==> src/torus_hop_traffic_accumulator_core_assert.svh <==
// Assertion macros shared by the torus hop accumulator RTL.
// No dependencies; included by the files that carry concurrent checks.
`ifndef TORUS_HOP_TRAFFIC_ACCUMULATOR_CORE_ASSERT_SVH
`define TORUS_HOP_TRAFFIC_ACCUMULATOR_CORE_ASSERT_SVH
`ifndef SYNTHESIS
// Clocked check, switched off while reset is high.
`define THA_ASSERT(label, clk, rst, prop) \
  label: assert property (@(posedge clk) disable iff (rst) prop) \
    else $error("torus hop accumulator: check failed");
// Clocked check that also holds through reset.
`define THA_ASSERT_ALWAYS(label, clk, prop) \
  label: assert property (@(posedge clk) prop) \
    else $error("torus hop accumulator: check failed");
`else
`define THA_ASSERT(label, clk, rst, prop)
`define THA_ASSERT_ALWAYS(label, clk, prop)
`endif
`endif

==> src/tha_pkg.sv <==
// Shared constants, types and constant-divide helpers for the torus hop accumulator.
// No dependencies; used by every module of the block.
package tha_pkg;

  // Machine geometry
  localparam int NODES_X        = 25;
  localparam int NODES_Y        = 32;
  localparam int NODES_Z        = 24;
  localparam int MAX_THREADS    = 64;
  localparam int CPUS_PER_NODE  = 2;
  localparam int LOCAL_CROSS_HOPS = 2;
  localparam int THR_RESET      = 16;

  // Field widths
  localparam int RANK_W     = 22;
  localparam int BYTES_W    = 32;
  localparam int TOTAL_W    = 64;
  localparam int HOPS_OUT_W = 6;
  localparam int THR_W      = 7;

  localparam int IN_FIELDS_W  = 2 * RANK_W + BYTES_W;
  localparam int IN_DATA_W    = ((IN_FIELDS_W + 7) / 8) * 8;
  localparam int OUT_FIELDS_W = HOPS_OUT_W + 3 * TOTAL_W;
  localparam int OUT_DATA_W   = ((OUT_FIELDS_W + 7) / 8) * 8;

  // Derived geometry widths
  localparam int NODES_XY  = NODES_X * NODES_Y;
  localparam int NODES_ALL = NODES_XY * NODES_Z;
  localparam int NODE_W    = (NODES_ALL > 1) ? $clog2(NODES_ALL) : 1;
  localparam int MZ_W      = (NODES_XY > 1) ? $clog2(NODES_XY) : 1;
  localparam int AXIS_MAX  = (NODES_X > NODES_Y) ?
                             ((NODES_X > NODES_Z) ? NODES_X : NODES_Z) :
                             ((NODES_Y > NODES_Z) ? NODES_Y : NODES_Z);
  localparam int COORD_W   = $clog2(AXIS_MAX + 1);
  localparam int HOP_MAX   = LOCAL_CROSS_HOPS + NODES_X / 2 + NODES_Y / 2 + NODES_Z / 2;
  localparam int HOP_W     = $clog2(HOP_MAX + 1);
  localparam int PROD_W    = HOP_W + BYTES_W;

  // Thread count and machine size
  localparam int TCNT_W   = $clog2(MAX_THREADS + 1);
  localparam int MACH_MAX = NODES_ALL * CPUS_PER_NODE * MAX_THREADS;
  localparam int MACH_W   = $clog2(MACH_MAX + 1);
  localparam int CMP_W    = (MACH_W > RANK_W) ? MACH_W : RANK_W;

  // Shared divider: two quotient bits per step
  localparam int DIV_BITS  = 2;
  localparam int DIV_STEPS = (RANK_W + DIV_BITS - 1) / DIV_BITS;
  localparam int DIV_W     = DIV_STEPS * DIV_BITS;
  localparam int DCNT_W    = $clog2(DIV_STEPS + 1);
  localparam int REM_W     = TCNT_W + 1;

  // Reciprocals for the fixed axis divisors; the guard bits keep the
  // estimate exact for every value of the operand width
  localparam int     RECIP_GUARD = COORD_W + 1;
  localparam int     RZ_S    = NODE_W + RECIP_GUARD;
  localparam int     RZ_W    = RZ_S + 1;
  localparam longint RECIP_Z = ((longint'(1) << RZ_S) / NODES_Z) + 1;
  localparam int     RY_S    = MZ_W + RECIP_GUARD;
  localparam int     RY_W    = RY_S + 1;
  localparam longint RECIP_Y = ((longint'(1) << RY_S) / NODES_Y) + 1;

  typedef struct packed {
    logic clear;  // zero all totals
    logic start;  // take hops and bytes for this record
    logic skip;   // record flagged: leave totals alone
  } acc_ctrl_t;

  // node / NODES_Z
  function automatic logic [MZ_W-1:0] div_nodes_z(input logic [NODE_W-1:0] v);
    logic [NODE_W+RZ_W-1:0] p;
    p = (NODE_W+RZ_W)'(v) * (NODE_W+RZ_W)'(RECIP_Z);
    return MZ_W'(p >> RZ_S);
  endfunction

  // column / NODES_Y
  function automatic logic [COORD_W-1:0] div_nodes_y(input logic [MZ_W-1:0] v);
    logic [MZ_W+RY_W-1:0] p;
    p = (MZ_W+RY_W)'(v) * (MZ_W+RY_W)'(RECIP_Y);
    return COORD_W'(p >> RY_S);
  endfunction

endpackage

==> src/tha_div.sv <==
// Shared restoring divider: rank / threads, two quotient bits per cycle.
// Depends on tha_pkg.
module tha_div (
  input  logic                          clk,
  input  logic                          rst,
  input  logic                          start,
  input  logic [tha_pkg::RANK_W-1:0]    dividend,
  input  logic [tha_pkg::TCNT_W-1:0]    divisor,
  output logic                          done,
  output logic [tha_pkg::RANK_W-1:0]    quotient
);

  logic                          busy;
  logic [tha_pkg::DCNT_W-1:0]    cnt;
  logic [tha_pkg::REM_W-1:0]     rem;
  logic [tha_pkg::REM_W-1:0]     rem_next;
  logic [tha_pkg::DIV_W-1:0]     quo;
  logic [tha_pkg::DIV_W-1:0]     quo_next;

  // one step: shift in two dividend bits, subtracting where each fits
  always_comb begin
    logic [tha_pkg::REM_W-1:0] r;
    rem_next = rem;
    quo_next = quo;
    for (int k = 0; k < tha_pkg::DIV_BITS; k++) begin
      r        = {rem_next[tha_pkg::REM_W-2:0], quo_next[tha_pkg::DIV_W-1]};
      quo_next = {quo_next[tha_pkg::DIV_W-2:0], 1'b0};
      if (r >= tha_pkg::REM_W'(divisor)) begin
        r           = r - tha_pkg::REM_W'(divisor);
        quo_next[0] = 1'b1;
      end
      rem_next = r;
    end
  end

  always_ff @(posedge clk) begin
    if (rst) begin
      busy <= 1'b0;
      done <= 1'b0;
      cnt  <= '0;
    end else begin
      done <= 1'b0;
      if (start) begin
        busy <= 1'b1;
        cnt  <= tha_pkg::DCNT_W'(tha_pkg::DIV_STEPS);
        rem  <= '0;
        quo  <= tha_pkg::DIV_W'(dividend);
      end else if (busy) begin
        rem <= rem_next;
        quo <= quo_next;
        cnt <= cnt - tha_pkg::DCNT_W'(1);
        if (cnt == tha_pkg::DCNT_W'(1)) begin
          busy <= 1'b0;
          done <= 1'b1;
        end
      end
    end
  end

  assign quotient = quo[tha_pkg::RANK_W-1:0];

endmodule

==> src/tha_coord.sv <==
// Node number to torus coordinates and wrap-aware hop count for two nodes.
// Depends on tha_pkg (reciprocal helpers, geometry widths).
module tha_coord (
  input  logic                          clk,
  input  logic                          rst,
  input  logic                          in_valid,
  input  logic [tha_pkg::NODE_W-1:0]    node_a,
  input  logic [tha_pkg::NODE_W-1:0]    node_b,
  output logic                          out_valid,
  output logic [tha_pkg::HOP_W-1:0]     hop_sum
);

  localparam int LANES  = 2;
  localparam int STAGES = 4;

  logic [tha_pkg::NODE_W-1:0]  node_in [LANES];
  logic [tha_pkg::NODE_W-1:0]  n1      [LANES];
  logic [tha_pkg::MZ_W-1:0]    m1      [LANES];
  logic [tha_pkg::MZ_W-1:0]    m2      [LANES];
  logic [tha_pkg::COORD_W-1:0] z2      [LANES];
  logic [tha_pkg::COORD_W-1:0] x2      [LANES];
  logic [tha_pkg::COORD_W-1:0] x3      [LANES];
  logic [tha_pkg::COORD_W-1:0] y3      [LANES];
  logic [tha_pkg::COORD_W-1:0] z3      [LANES];
  logic [STAGES-1:0]           vpipe;

  function automatic logic [tha_pkg::COORD_W-1:0] ring_dist(
    input logic [tha_pkg::COORD_W-1:0] a,
    input logic [tha_pkg::COORD_W-1:0] b,
    input logic [tha_pkg::COORD_W-1:0] n
  );
    logic [tha_pkg::COORD_W-1:0] d;
    logic [tha_pkg::COORD_W-1:0] w;
    d = (a > b) ? (a - b) : (b - a);
    w = n - d;
    return (w < d) ? w : d;
  endfunction

  assign node_in[0] = node_a;
  assign node_in[1] = node_b;

  always_ff @(posedge clk) begin
    for (int i = 0; i < LANES; i++) begin
      // split off z
      n1[i] <= node_in[i];
      m1[i] <= tha_pkg::div_nodes_z(node_in[i]);
      m2[i] <= m1[i];
      z2[i] <= tha_pkg::COORD_W'(n1[i] - tha_pkg::NODE_W'(m1[i] * tha_pkg::NODES_Z));
      x2[i] <= tha_pkg::div_nodes_y(m1[i]);
      // split the column into x and y
      x3[i] <= x2[i];
      z3[i] <= z2[i];
      y3[i] <= tha_pkg::COORD_W'(m2[i] - tha_pkg::MZ_W'(x2[i] * tha_pkg::NODES_Y));
    end
    hop_sum <= tha_pkg::HOP_W'(tha_pkg::LOCAL_CROSS_HOPS)
             + tha_pkg::HOP_W'(ring_dist(x3[0], x3[1], tha_pkg::COORD_W'(tha_pkg::NODES_X)))
             + tha_pkg::HOP_W'(ring_dist(y3[0], y3[1], tha_pkg::COORD_W'(tha_pkg::NODES_Y)))
             + tha_pkg::HOP_W'(ring_dist(z3[0], z3[1], tha_pkg::COORD_W'(tha_pkg::NODES_Z)));
  end

  always_ff @(posedge clk) begin
    if (rst) begin
      vpipe <= '0;
    end else begin
      vpipe <= {vpipe[STAGES-2:0], in_valid};
    end
  end

  assign out_valid = vpipe[STAGES-1];

endmodule

==> src/tha_acc.sv <==
// Saturating traffic totals: local, remote and hop-weighted byte sums.
// Depends on tha_pkg (acc_ctrl_t, widths).
module tha_acc (
  input  logic                          clk,
  input  logic                          rst,
  input  tha_pkg::acc_ctrl_t            ctrl,
  input  logic [tha_pkg::HOP_W-1:0]     hops,
  input  logic [tha_pkg::BYTES_W-1:0]   msg_bytes,
  output logic                          done,
  output logic [tha_pkg::TOTAL_W-1:0]   local_total,
  output logic [tha_pkg::TOTAL_W-1:0]   remote_total,
  output logic [tha_pkg::TOTAL_W-1:0]   hop_byte_total
);

  logic                          busy;
  logic                          skip_q;
  logic                          zero_hops;
  logic [tha_pkg::BYTES_W-1:0]   bytes_q;
  logic [tha_pkg::PROD_W-1:0]    prod;

  function automatic logic [tha_pkg::TOTAL_W-1:0] sat_add(
    input logic [tha_pkg::TOTAL_W-1:0] a,
    input logic [tha_pkg::TOTAL_W-1:0] b
  );
    logic [tha_pkg::TOTAL_W:0] s;
    s = {1'b0, a} + {1'b0, b};
    return s[tha_pkg::TOTAL_W] ? '1 : s[tha_pkg::TOTAL_W-1:0];
  endfunction

  always_ff @(posedge clk) begin
    if (rst) begin
      busy           <= 1'b0;
      done           <= 1'b0;
      local_total    <= '0;
      remote_total   <= '0;
      hop_byte_total <= '0;
    end else begin
      done <= 1'b0;
      if (ctrl.clear) begin
        local_total    <= '0;
        remote_total   <= '0;
        hop_byte_total <= '0;
      end
      // first step: weight bytes by hops
      if (ctrl.start) begin
        busy      <= 1'b1;
        skip_q    <= ctrl.skip;
        zero_hops <= (hops == '0);
        bytes_q   <= msg_bytes;
        prod      <= tha_pkg::PROD_W'(hops) * tha_pkg::PROD_W'(msg_bytes);
      end
      // second step: add into the totals
      if (busy) begin
        busy <= 1'b0;
        done <= 1'b1;
        if (!skip_q) begin
          if (zero_hops) begin
            local_total <= sat_add(local_total, tha_pkg::TOTAL_W'(bytes_q));
          end else begin
            remote_total   <= sat_add(remote_total, tha_pkg::TOTAL_W'(bytes_q));
            hop_byte_total <= sat_add(hop_byte_total, tha_pkg::TOTAL_W'(prod));
          end
        end
      end
    end
  end

endmodule

==> src/torus_hop_traffic_accumulator_core.sv <==
// Top level of the torus hop traffic accumulator.
// Depends on tha_pkg, tha_div, tha_coord, tha_acc and the assertion header.
//
// Takes one message record per transaction (source rank, destination rank,
// byte count, first-record flag) and returns one result transaction holding
// the record's hop count and the three running totals after it. Ranks map
// onto nodes of a 25 x 32 x 24 torus, two CPUs per node, a configurable
// number of ranks per CPU (written on the cfg channel, reset 16; zero acts
// as one and anything above 64 as 64). A record works through one item at a
// time: an in-range record makes two passes through the shared divider
// (rank / threads, eleven steps of two quotient bits per pass), then goes
// through the four-stage coordinate pipeline, is multiplied and added into
// the saturating totals and is loaded into the output register. A record
// with a rank beyond the machine is flagged on tuser, reports zero hops,
// leaves the totals unchanged (the first-record clear still applies) and
// bypasses the divider and the coordinate pipeline. The input side stays
// closed while a record is in flight; a finished result sits in the output
// register until taken, and the next record may be accepted meanwhile. A
// result still waiting there stalls the following record at its last step
// until the output side takes it. Write cfg only while idle.
`include "torus_hop_traffic_accumulator_core_assert.svh"
module torus_hop_traffic_accumulator_core (
  input  logic                              clk,
  input  logic                              rst,
  // record input
  input  logic                              s_tvalid,
  output logic                              s_tready,
  input  logic [tha_pkg::IN_DATA_W-1:0]     s_tdata,  // src_rank, dst_rank, msg_bytes
  input  logic [0:0]                        s_tuser,  // first_record
  // result output
  output logic                              m_tvalid,
  input  logic                              m_tready,
  output logic [tha_pkg::OUT_DATA_W-1:0]    m_tdata,  // hops, local_total, remote_total,
                                                      // hop_byte_total
  output logic [0:0]                        m_tuser,  // rank_error
  // thread count write channel
  input  logic                              cfg_tvalid,
  output logic                              cfg_tready,
  input  logic [tha_pkg::THR_W-1:0]         cfg_tdata  // threads per CPU
);

  typedef enum logic [2:0] {
    ST_IDLE,
    ST_DIV_A,
    ST_DIV_B,
    ST_COORD,
    ST_ACC,
    ST_OUT
  } state_t;

  state_t state;

  // configuration
  logic [tha_pkg::TCNT_W-1:0]   eff_t;
  logic [tha_pkg::CMP_W-1:0]    machine;
  logic [tha_pkg::TCNT_W-1:0]   t_new;

  // record fields as they arrive
  logic [tha_pkg::RANK_W-1:0]   in_src;
  logic [tha_pkg::RANK_W-1:0]   in_dst;
  logic [tha_pkg::BYTES_W-1:0]  in_bytes;
  logic                         in_err;

  // held record
  logic [tha_pkg::RANK_W-1:0]   src_q;
  logic [tha_pkg::RANK_W-1:0]   dst_q;
  logic [tha_pkg::BYTES_W-1:0]  bytes_q;
  logic                         err_q;
  logic [tha_pkg::RANK_W-1:0]   qa;
  logic [tha_pkg::RANK_W-1:0]   qb;
  logic [tha_pkg::HOP_W-1:0]    hops_q;

  // unit hookup
  logic                         div_start;
  logic                         div_done;
  logic [tha_pkg::RANK_W-1:0]   div_dividend;
  logic [tha_pkg::RANK_W-1:0]   div_quot;
  logic                         coord_valid;
  logic                         coord_done;
  logic [tha_pkg::HOP_W-1:0]    hop_sum;
  tha_pkg::acc_ctrl_t           acc_ctrl;
  logic                         acc_done;
  logic [tha_pkg::TOTAL_W-1:0]  local_total;
  logic [tha_pkg::TOTAL_W-1:0]  remote_total;
  logic [tha_pkg::TOTAL_W-1:0]  hop_byte_total;

  // Clamp the written thread count into 1..MAX_THREADS.
  function automatic logic [tha_pkg::TCNT_W-1:0] clamp_threads(
    input logic [tha_pkg::THR_W-1:0] v
  );
    if (v == '0) begin
      return tha_pkg::TCNT_W'(1);
    end else if (v > tha_pkg::THR_W'(tha_pkg::MAX_THREADS)) begin
      return tha_pkg::TCNT_W'(tha_pkg::MAX_THREADS);
    end
    return tha_pkg::TCNT_W'(v);
  endfunction

  // ---------------------------------------------------------------------
  // Configuration: keep the clamped thread count and the machine size
  // (nodes x CPUs x threads) ready, so the range check is a plain compare.
  // ---------------------------------------------------------------------
  assign cfg_tready = 1'b1;
  assign t_new      = clamp_threads(cfg_tdata);

  always_ff @(posedge clk) begin
    if (rst) begin
      eff_t   <= tha_pkg::TCNT_W'(tha_pkg::THR_RESET);
      machine <= tha_pkg::CMP_W'(tha_pkg::NODES_ALL * tha_pkg::CPUS_PER_NODE
                                 * tha_pkg::THR_RESET);
    end else if (cfg_tvalid && cfg_tready) begin
      eff_t   <= t_new;
      machine <= tha_pkg::CMP_W'(tha_pkg::NODES_ALL * tha_pkg::CPUS_PER_NODE)
               * tha_pkg::CMP_W'(t_new);
    end
  end

  // ---------------------------------------------------------------------
  // Unpack the record and flag ranks beyond the machine.
  // ---------------------------------------------------------------------
  assign in_src   = s_tdata[tha_pkg::RANK_W-1:0];
  assign in_dst   = s_tdata[2*tha_pkg::RANK_W-1:tha_pkg::RANK_W];
  assign in_bytes = s_tdata[2*tha_pkg::RANK_W+tha_pkg::BYTES_W-1:2*tha_pkg::RANK_W];
  assign in_err   = (tha_pkg::CMP_W'(in_src) >= machine)
                 || (tha_pkg::CMP_W'(in_dst) >= machine);

  assign s_tready = (state == ST_IDLE);

  // ---------------------------------------------------------------------
  // Sequencer: divide source then destination rank by the thread count,
  // run both node numbers through the coordinate pipeline, update the
  // totals, then park the result in the output register.
  // ---------------------------------------------------------------------
  always_ff @(posedge clk) begin
    if (rst) begin
      state       <= ST_IDLE;
      div_start   <= 1'b0;
      coord_valid <= 1'b0;
      acc_ctrl    <= '0;
      m_tvalid    <= 1'b0;
    end else begin
      div_start   <= 1'b0;
      coord_valid <= 1'b0;
      acc_ctrl    <= '0;
      if (m_tvalid && m_tready) begin
        m_tvalid <= 1'b0;
      end
      unique case (state)
        ST_IDLE: begin
          if (s_tvalid) begin
            acc_ctrl.clear <= s_tuser[0];
            if (in_err) begin
              // flagged: no arithmetic, just let the clear settle
              acc_ctrl.start <= 1'b1;
              acc_ctrl.skip  <= 1'b1;
              state          <= ST_ACC;
            end else begin
              div_start <= 1'b1;
              state     <= ST_DIV_A;
            end
          end
        end
        ST_DIV_A: begin
          if (div_done) begin
            div_start <= 1'b1;
            state     <= ST_DIV_B;
          end
        end
        ST_DIV_B: begin
          if (div_done) begin
            coord_valid <= 1'b1;
            state       <= ST_COORD;
          end
        end
        ST_COORD: begin
          if (coord_done) begin
            acc_ctrl.start <= 1'b1;
            state          <= ST_ACC;
          end
        end
        ST_ACC: begin
          if (acc_done) begin
            state <= ST_OUT;
          end
        end
        ST_OUT: begin
          // hold until the output register is free
          if (!m_tvalid || m_tready) begin
            m_tvalid <= 1'b1;
            m_tdata  <= tha_pkg::OUT_DATA_W'({hop_byte_total, remote_total, local_total,
                                              tha_pkg::HOPS_OUT_W'(hops_q)});
            m_tuser  <= err_q;
            state    <= ST_IDLE;
          end
        end
        default: begin
          state <= ST_IDLE;
        end
      endcase
    end
  end

  // Record payload and intermediate results.
  always_ff @(posedge clk) begin
    if (state == ST_IDLE && s_tvalid) begin
      src_q   <= in_src;
      dst_q   <= in_dst;
      bytes_q <= in_bytes;
      err_q   <= in_err;
      hops_q  <= '0;
    end
    if (state == ST_DIV_A && div_done) begin
      qa <= div_quot;
    end
    if (state == ST_DIV_B && div_done) begin
      qb <= div_quot;
    end
    // rank / threads gives node and CPU together: equal quotients mean
    // same node and same CPU, so zero hops
    if (state == ST_COORD && coord_done) begin
      hops_q <= (qa == qb) ? '0 : hop_sum;
    end
  end

  assign div_dividend = (state == ST_DIV_B) ? dst_q : src_q;

  tha_div u_div (
    .clk      (clk),
    .rst      (rst),
    .start    (div_start),
    .dividend (div_dividend),
    .divisor  (eff_t),
    .done     (div_done),
    .quotient (div_quot)
  );

  // drop the CPU bit to get the node number
  tha_coord u_coord (
    .clk       (clk),
    .rst       (rst),
    .in_valid  (coord_valid),
    .node_a    (tha_pkg::NODE_W'(qa >> 1)),
    .node_b    (tha_pkg::NODE_W'(qb >> 1)),
    .out_valid (coord_done),
    .hop_sum   (hop_sum)
  );

  tha_acc u_acc (
    .clk            (clk),
    .rst            (rst),
    .ctrl           (acc_ctrl),
    .hops           (hops_q),
    .msg_bytes      (bytes_q),
    .done           (acc_done),
    .local_total    (local_total),
    .remote_total   (remote_total),
    .hop_byte_total (hop_byte_total)
  );

  // one record in flight: the input closes right after a transaction
  `THA_ASSERT(a_one_record, clk, rst, (s_tvalid && s_tready) |=> !s_tready)
  // the divider only reports back while the sequencer waits on it
  `THA_ASSERT(a_div_in_seq, clk, rst, div_done |-> (state == ST_DIV_A || state == ST_DIV_B))
  // a flagged record never carries a hop count
  `THA_ASSERT(a_err_no_hops, clk, rst,
    (m_tvalid && m_tuser[0]) |-> (m_tdata[tha_pkg::HOPS_OUT_W-1:0] == '0))

endmodule
==> config.mk <==
export PLATFORM = sky130hd
export DESIGN_NAME = torus_hop_traffic_accumulator_core
export DESIGN_NICKNAME = d
export VERILOG_FILES = /design/src/tha_pkg.sv /design/src/tha_div.sv /design/src/tha_coord.sv /design/src/tha_acc.sv /design/src/torus_hop_traffic_accumulator_core.sv
export VERILOG_INCLUDE_DIRS = /design/src /design/src/src
export SDC_FILE = /design/constraint.sdc
export NUM_CORES = 2
export LEC_CHECK = 0
export BUFFER_PORTS_ARGS = -buffer_cell sky130_fd_sc_hd__buf_2
export CAP_MARGIN = 10
export CORE_AREA = 2 2 370 280
export CTS_CLUSTER_DIAMETER = 150
export DETAILED_ROUTE_END_ITERATION = 12
export DIE_AREA = 0 0 372 282
export PLACE_DENSITY = 0.78
export SLEW_MARGIN = 0
export SYNTH_ARGS = -nofsm -noshare
export SYNTH_HDL_FRONTEND = slang
export SYNTH_HIERARCHICAL = 1
export SYNTH_SLANG_ARGS = --single-unit
==> constraint.sdc <==
create_clock -name clk -period 55.2 [get_ports clk]
set_clock_uncertainty 0.15 [all_clocks]
set_input_delay 11.04 -clock clk [delete_from_list [all_inputs] [get_ports clk]]
set_output_delay 11.04 -clock clk [all_outputs]
set_load 0.05 [all_outputs]
* Word-level counts from Yosys, hierarchy flattened
Memory sizes are Yosys's and may differ from the RTL's. Index checks and enable logic that the tools add are counted.
Cells by class: $add $sub $neg 22, multipliers 8, magnitude comparators 11, eq/ne operators 13, mux-type cells 64, bitwise operators 5, reductions and logical operators 22
Operator list (number):
- $mux 64 | 15
- $add 64x32->65 | 2
- $mux 22 | 3
- $add 64x38->65 | 1
- $mul 15x18->32 const B | 2
- $sub 6x6->6 | 10
- $mux 6 | 9
- $mul 10x13->23 const B | 2
- $ge 22x22->1 | 2
- $mux 7 | 6
- $mul 6x32->38 | 1
- $eq 22x22->1 | 1
- $mux 3 | 7
- $mul 10x2->3 const B | 2
- $gt 6x6->1 | 3
- $lt 6x6->1 | 3
- $pmux 3 s6 | 1
- $mux 1 | 17
- $ge 8x7->1 | 2
- $sub 7x7->7 | 2
- $mul 7x7->13 const A | 1
- $add 6x6->6 | 2
- $sub 5x6->6 const A | 2
- $mux 4 | 2
- 25 further kinds | 47
Storage, ports and cells: register bits 666, bits in writable memories 130, input bits 93, word-level logic and storage cells 188, memories kept 8
Memories:
- u_coord.n1 | depth 2, width 15, rd ports 2, clocked after Yosys merged registers in 0, wr ports 2, RTL line tha_coord.sv:17 | logic [tha_pkg::NODE_W-1:0] n1 [LANES];
- u_coord.m1 | depth 2, width 10, rd ports 2, clocked after Yosys merged registers in 0, wr ports 2, RTL line tha_coord.sv:18 | logic [tha_pkg::MZ_W-1:0] m1 [LANES];
- u_coord.m2 | depth 2, width 10, rd ports 2, clocked after Yosys merged registers in 0, wr ports 2, RTL line tha_coord.sv:19 | logic [tha_pkg::MZ_W-1:0] m2 [LANES];
- u_coord.x2 | depth 2, width 6, rd ports 2, clocked after Yosys merged registers in 0, wr ports 2, RTL line tha_coord.sv:21 | logic [tha_pkg::COORD_W-1:0] x2 [LANES];
- u_coord.x3 | depth 2, width 6, rd ports 2, clocked after Yosys merged registers in 0, wr ports 2, RTL line tha_coord.sv:22 | logic [tha_pkg::COORD_W-1:0] x3 [LANES];
- u_coord.y3 | depth 2, width 6, rd ports 2, clocked after Yosys merged registers in 0, wr ports 2, RTL line tha_coord.sv:23 | logic [tha_pkg::COORD_W-1:0] y3 [LANES];
- 2 more memories

* Depth between registers and ports, before layout
An unclocked memory read counts as a cell.
depth in word-level cells 9, depth in mapped cells 26

* By module
Netlist, hierarchy kept.
Modules (own cells, without submodules):
- tha_acc | times used 1, cells each 2813, area an instance 23254.8 sq um
- torus_hop_traffic_accumulator_core | times used 1, cells each 699, area an instance 13010.0 sq um
- tha_coord | times used 1, cells each 1156, area an instance 11845.1 sq um
- tha_div | times used 1, cells each 201, area an instance 2264.7 sq um

* Worst setup path after synthesis
OpenSTA, ideal clock, no wires.
path kind input to register, start in rst, end reg m_tdata[0] (netlist name), enable pin, setup time 1.314 ns, arrival time 31.457 ns, data required time 53.736 ns, path slack 22.280 ns, stages on the path 2, cell sequence buf_1 -> nor4b_1
Between the ends: longest elaborated chain between the ends 2
Ends and longest elaborated chain:
- start: declaration | RTL line torus_hop_traffic_accumulator_core.sv:24 | input logic rst,
- $not 1->1 (no line)
- $reduce_and 3->1 (no line)
- end signal: assignment | RTL line torus_hop_traffic_accumulator_core.sv:190 | m_tdata <= tha_pkg::OUT_DATA_W'({hop_byte_total, remote_total, local_total,
- end: declaration | RTL line torus_hop_traffic_accumulator_core.sv:33 | output logic [tha_pkg::OUT_DATA_W-1:0] m_tdata,
Every way passes these cells. A chain may end at the register's enable or synchronous reset.

* Final worst setup path
start in cfg_tdata[6] (netlist name), end reg machine[19] (netlist name)
Between the ends: longest elaborated chain between the ends 5, elaborated cells on any way between the ends 7, those cells by class mul: 1; order compare: 1; mux: 4; reduce/logical: 1
Ends and longest elaborated chain:
- start: declaration | RTL line torus_hop_traffic_accumulator_core.sv:39 | input logic [tha_pkg::THR_W-1:0] cfg_tdata
- $gt 7x7->1 | RTL line torus_hop_traffic_accumulator_core.sv:93 | end else if (v > tha_pkg::THR_W'(tha_pkg::MAX_THREADS)) begin
- $mux 1 | RTL line torus_hop_traffic_accumulator_core.sv:93
- $mux 1 | RTL line torus_hop_traffic_accumulator_core.sv:91 | if (v == '0) begin
- $mux 7 * | RTL line torus_hop_traffic_accumulator_core.sv:96 | return tha_pkg::TCNT_W'(v);
- net t_new (one bit) | RTL line torus_hop_traffic_accumulator_core.sv:56 | logic [tha_pkg::TCNT_W-1:0] t_new;
- $mul 7x7->13 * | RTL line torus_hop_traffic_accumulator_core.sv:114 | * tha_pkg::CMP_W'(t_new);
- end signal: assignment | RTL line torus_hop_traffic_accumulator_core.sv:109 | machine <= tha_pkg::CMP_W'(tha_pkg::NODES_ALL * tha_pkg::CPUS_PER_NODE
- end signal: assignment | RTL line torus_hop_traffic_accumulator_core.sv:113 | machine <= tha_pkg::CMP_W'(tha_pkg::NODES_ALL * tha_pkg::CPUS_PER_NODE)
- end: declaration | RTL line torus_hop_traffic_accumulator_core.sv:55 | logic [tha_pkg::CMP_W-1:0] machine;
The timed path passes the listed nets; every way through them passes the cells marked *.

==> results.sh <==
export IMPL_cts_buffers=79
export IMPL_route_detailed_drc=0
export IMPL_fill_cells=8470
export IMPL_htreeDepth=3
export IMPL_first_iter_violations=3962
export IMPL_min_path_type="flip-flop to flip-flop"
export IMPL_setup_tns_ns=0
export IMPL_clock_sinks=761
export IMPL_final_cell_count_no_fill=6520
export IMPL_synth_edff_count=427
export IMPL_grt_pass1_wl_microns=205000
export IMPL_cts_tree="done"
export IMPL_slowest_stage="fa_1"
export IMPL_grt_use_total_pct=24.91
export IMPL_status="complete, no violations"
export IMPL_maxSlewViolCount=0
export IMPL_viasPerCell=5.794
export IMPL_vdd_drop_max_mv=0.02047
export IMPL_cap_violations=0
export IMPL_seq_area_frac_synth_pct=38.73
export IMPL_dpl_hpwl_microns=99410
export IMPL_power_density_nw_per_um2=27.15
export IMPL_crit_type="input pin to flip-flop"
export IMPL_post_cts_buffers=0
export IMPL_required_ns=55.61
export IMPL_die_y_microns=282
export IMPL_fp_coreArea_sq_um=101000
export IMPL_worstPathArrival_ns=14.59
export IMPL_cts_resized=0
export IMPL_vias=37780
export IMPL_die_area_sq_um=104900
export IMPL_finalHoldViolations=0
export IMPL_leakage_nw=23.73
export IMPL_fp_dieW_microns=372
export IMPL_port_buffers=289
export IMPL_synthCells=4869
export IMPL_antenna_left=0
export IMPL_num_io_pins=297
export IMPL_initial_core_util_pct=49.89
export IMPL_clk_path_buf_depth=3
export IMPL_clock_root_buffer="clkbuf_16"
export IMPL_setup_viol=0
export IMPL_fin_nets=5961
export IMPL_place_gp_congestion=0.9388
export IMPL_yosys_top_cells_area="edfxtp_1, dfxtp_1, ha_1, fa_1, inv_1"
export IMPL_fin_crit_sh_pct=25.68
export IMPL_worst_pin_slew_ns=1.248
export IMPL_synth_distinct_cells=125
export IMPL_worstSkewPairLatency_ns=0.69
export IMPL_rsz0062_at_grt="no"
export IMPL_synth_top_area_share_pct=25.45
export IMPL_routedWlPerCell_microns=20.20
export IMPL_multi_input_area_sq_um=28180
export IMPL_critPathTopFamily="adder cells"
export IMPL_synth_area_sq_um=50370
export IMPL_syn_avg_cell_area_sq_um=10.35
export IMPL_dr_pass1_iters=6
export IMPL_synth_largest_area_cell="edfxtp_1"
export IMPL_netlist_top_cells_count="inv_1, ha_1, edfxtp_1, a21oi_1, dfxtp_1"
export IMPL_cp_max_fo=15
export IMPL_clkTransAtPathRegs_ns=0.07
export IMPL_period_needed_ns=14.18
export IMPL_grt_pass1_vias=36650
export IMPL_cp_cell_sequence="buf_2 -> nand2b_1 -> inv_1 -> ha_1 -> ha_1 -> fa_1 -> fa_1 -> ha_1 -> and4_1 -> a21oi_1 -> a21boi_0 -> or3_1 -> a311o_1"
export IMPL_path_common_cell="ha_1"
export IMPL_dp_cells=6369
export IMPL_antenna_found_initial=5
export IMPL_rows=101
export IMPL_critPathLaunchType="input pin"
export IMPL_ys_async_sr_fraction_pct=0
export IMPL_yosys_cell_count_top_type="inv_1"
export IMPL_yosysWarnings=6
export IMPL_holdBufCountCts=0
export IMPL_drt_total_wl_microns=131700
export IMPL_grt_ovfl_total=0
export IMPL_grt_start_max_net_pins=89
export IMPL_crit_buf_inv=2
export IMPL_area_delta_synth_final_pct=10.87
export IMPL_endpoint_kind="flip-flop"
export IMPL_critPathMaxStageDelay_ns=0.48
export IMPL_synth_seq_cells=761
export IMPL_slew_limit_headroom_pct=16.80
export IMPL_ff_latch_area_sq_um=19510
export IMPL_drive_gt1_share_pct=11.79
export IMPL_max_freq_mhz=70.54
export IMPL_yosys_most_used_dff="edfxtp_1"
[registers in the layout (all words and copies together) (netlist names), 32 cells and up]
register and count:
m_tdata 198, u_acc/hop_byte_total 64, u_acc/local_total 64, u_acc/remote_total 64, u_acc/prod 38, bytes_q 32, u_acc/bytes_q 32
[worst paths after layout]
| check | from | to | slack, ns | cells after the start |
|---|---|---|---|---|
| max reg2reg | qa[3] | u_coord/m1[0][7] | 48.76 | 19 |
| min reg2reg | u_coord/m1[0][16] | u_coord/m2[0][16] | 0.17 | 0 |
| max | cfg_tdata[6] | machine[19] | 41.02 | 13 |
| min | u_coord/m1[0][16] | u_coord/m2[0][16] | 0.17 | 0 |
[cells by family after synthesis]
group,after synthesis,synth area share [%]
buffers and inverters,708,5.415
and+or+nand+nor,1236,12.84
muxes,92,1.985
other,2,0.01491
DFF,761,38.73
xor gates and xnor gates,209,3.703
AOI/OAI and AO/OA,1104,14.39
adders and majority gates,757,22.93
[worst register-to-register path: cells and delay by family, from the launching register on]
kind            cells  cell delay, ns
buf+inv             4            0.30
simple gates        1            0.13
fa+ha+maj           7            3.29
xor+xnor            1            0.14
flops               1            0.52
compound gates      6            1.77
[cell usage in the layout (no fill, tap or decap), drive strengths merged, types with 91 or more instances in the layout]
cell,n
inv,560
nor3,91
ha,480
nand3,96
nand2,277
buf,321
o21ai,231
nor2,233
fa,277
clkbuf,97
a21oi,352
dfxtp,334
edfxtp,427
and2,204
xnor2,124
[metal layers]
metal / part of all wire [%] / routed length [microns] / global-route usage [%] / vias up
li1: - / - / - / 17720
met5: 0.011 / 14 / 0 / -
met4: 2.7 / 3496 / 7.000 / 2
met1: 44 / 57980 / 35.30 / 18230
met2: 44 / 57560 / 37.70 / 1603
met3: 9.6 / 12630 / 6.304 / 231
[power breakdown]
part / internal, W / switching [W]
registers: 0.000626 / 0.0000183
clock network: 0.000313 / 0.000247
logic: 0.000123 / 0.000189
[final cells by class]
class	count	area share, %
antenna	5	0.02240
sequential	761	34.93
inverter	546	3.672
clock buffer	97	3.916
multi-input combinational	3402	50.47
clock inverter	49	0.9678
timing repair buffer	321	3.024
tap	1339	3.000
[per-stage QoR]
step                      instance area, sq um  total power [W]  utilization, %  worst slack [ns]  hold WS, ns
after detailed placement                 53110        0.0009610           52.60             40.32       0.1621
after CTS                                55840         0.001520           55.30             41.05       0.1697
after global placement                   53110        0.0009520           52.60             40.37       0.1608
final                                    55850         0.001516           55.31             41.02       0.1676
after global routing                     55840         0.001583           55.30             40.81       0.1729
after floorplan                          50380        0.0008811               -             22.28       0.1596
No activity file was read; power rests on OpenSTA's default activity.
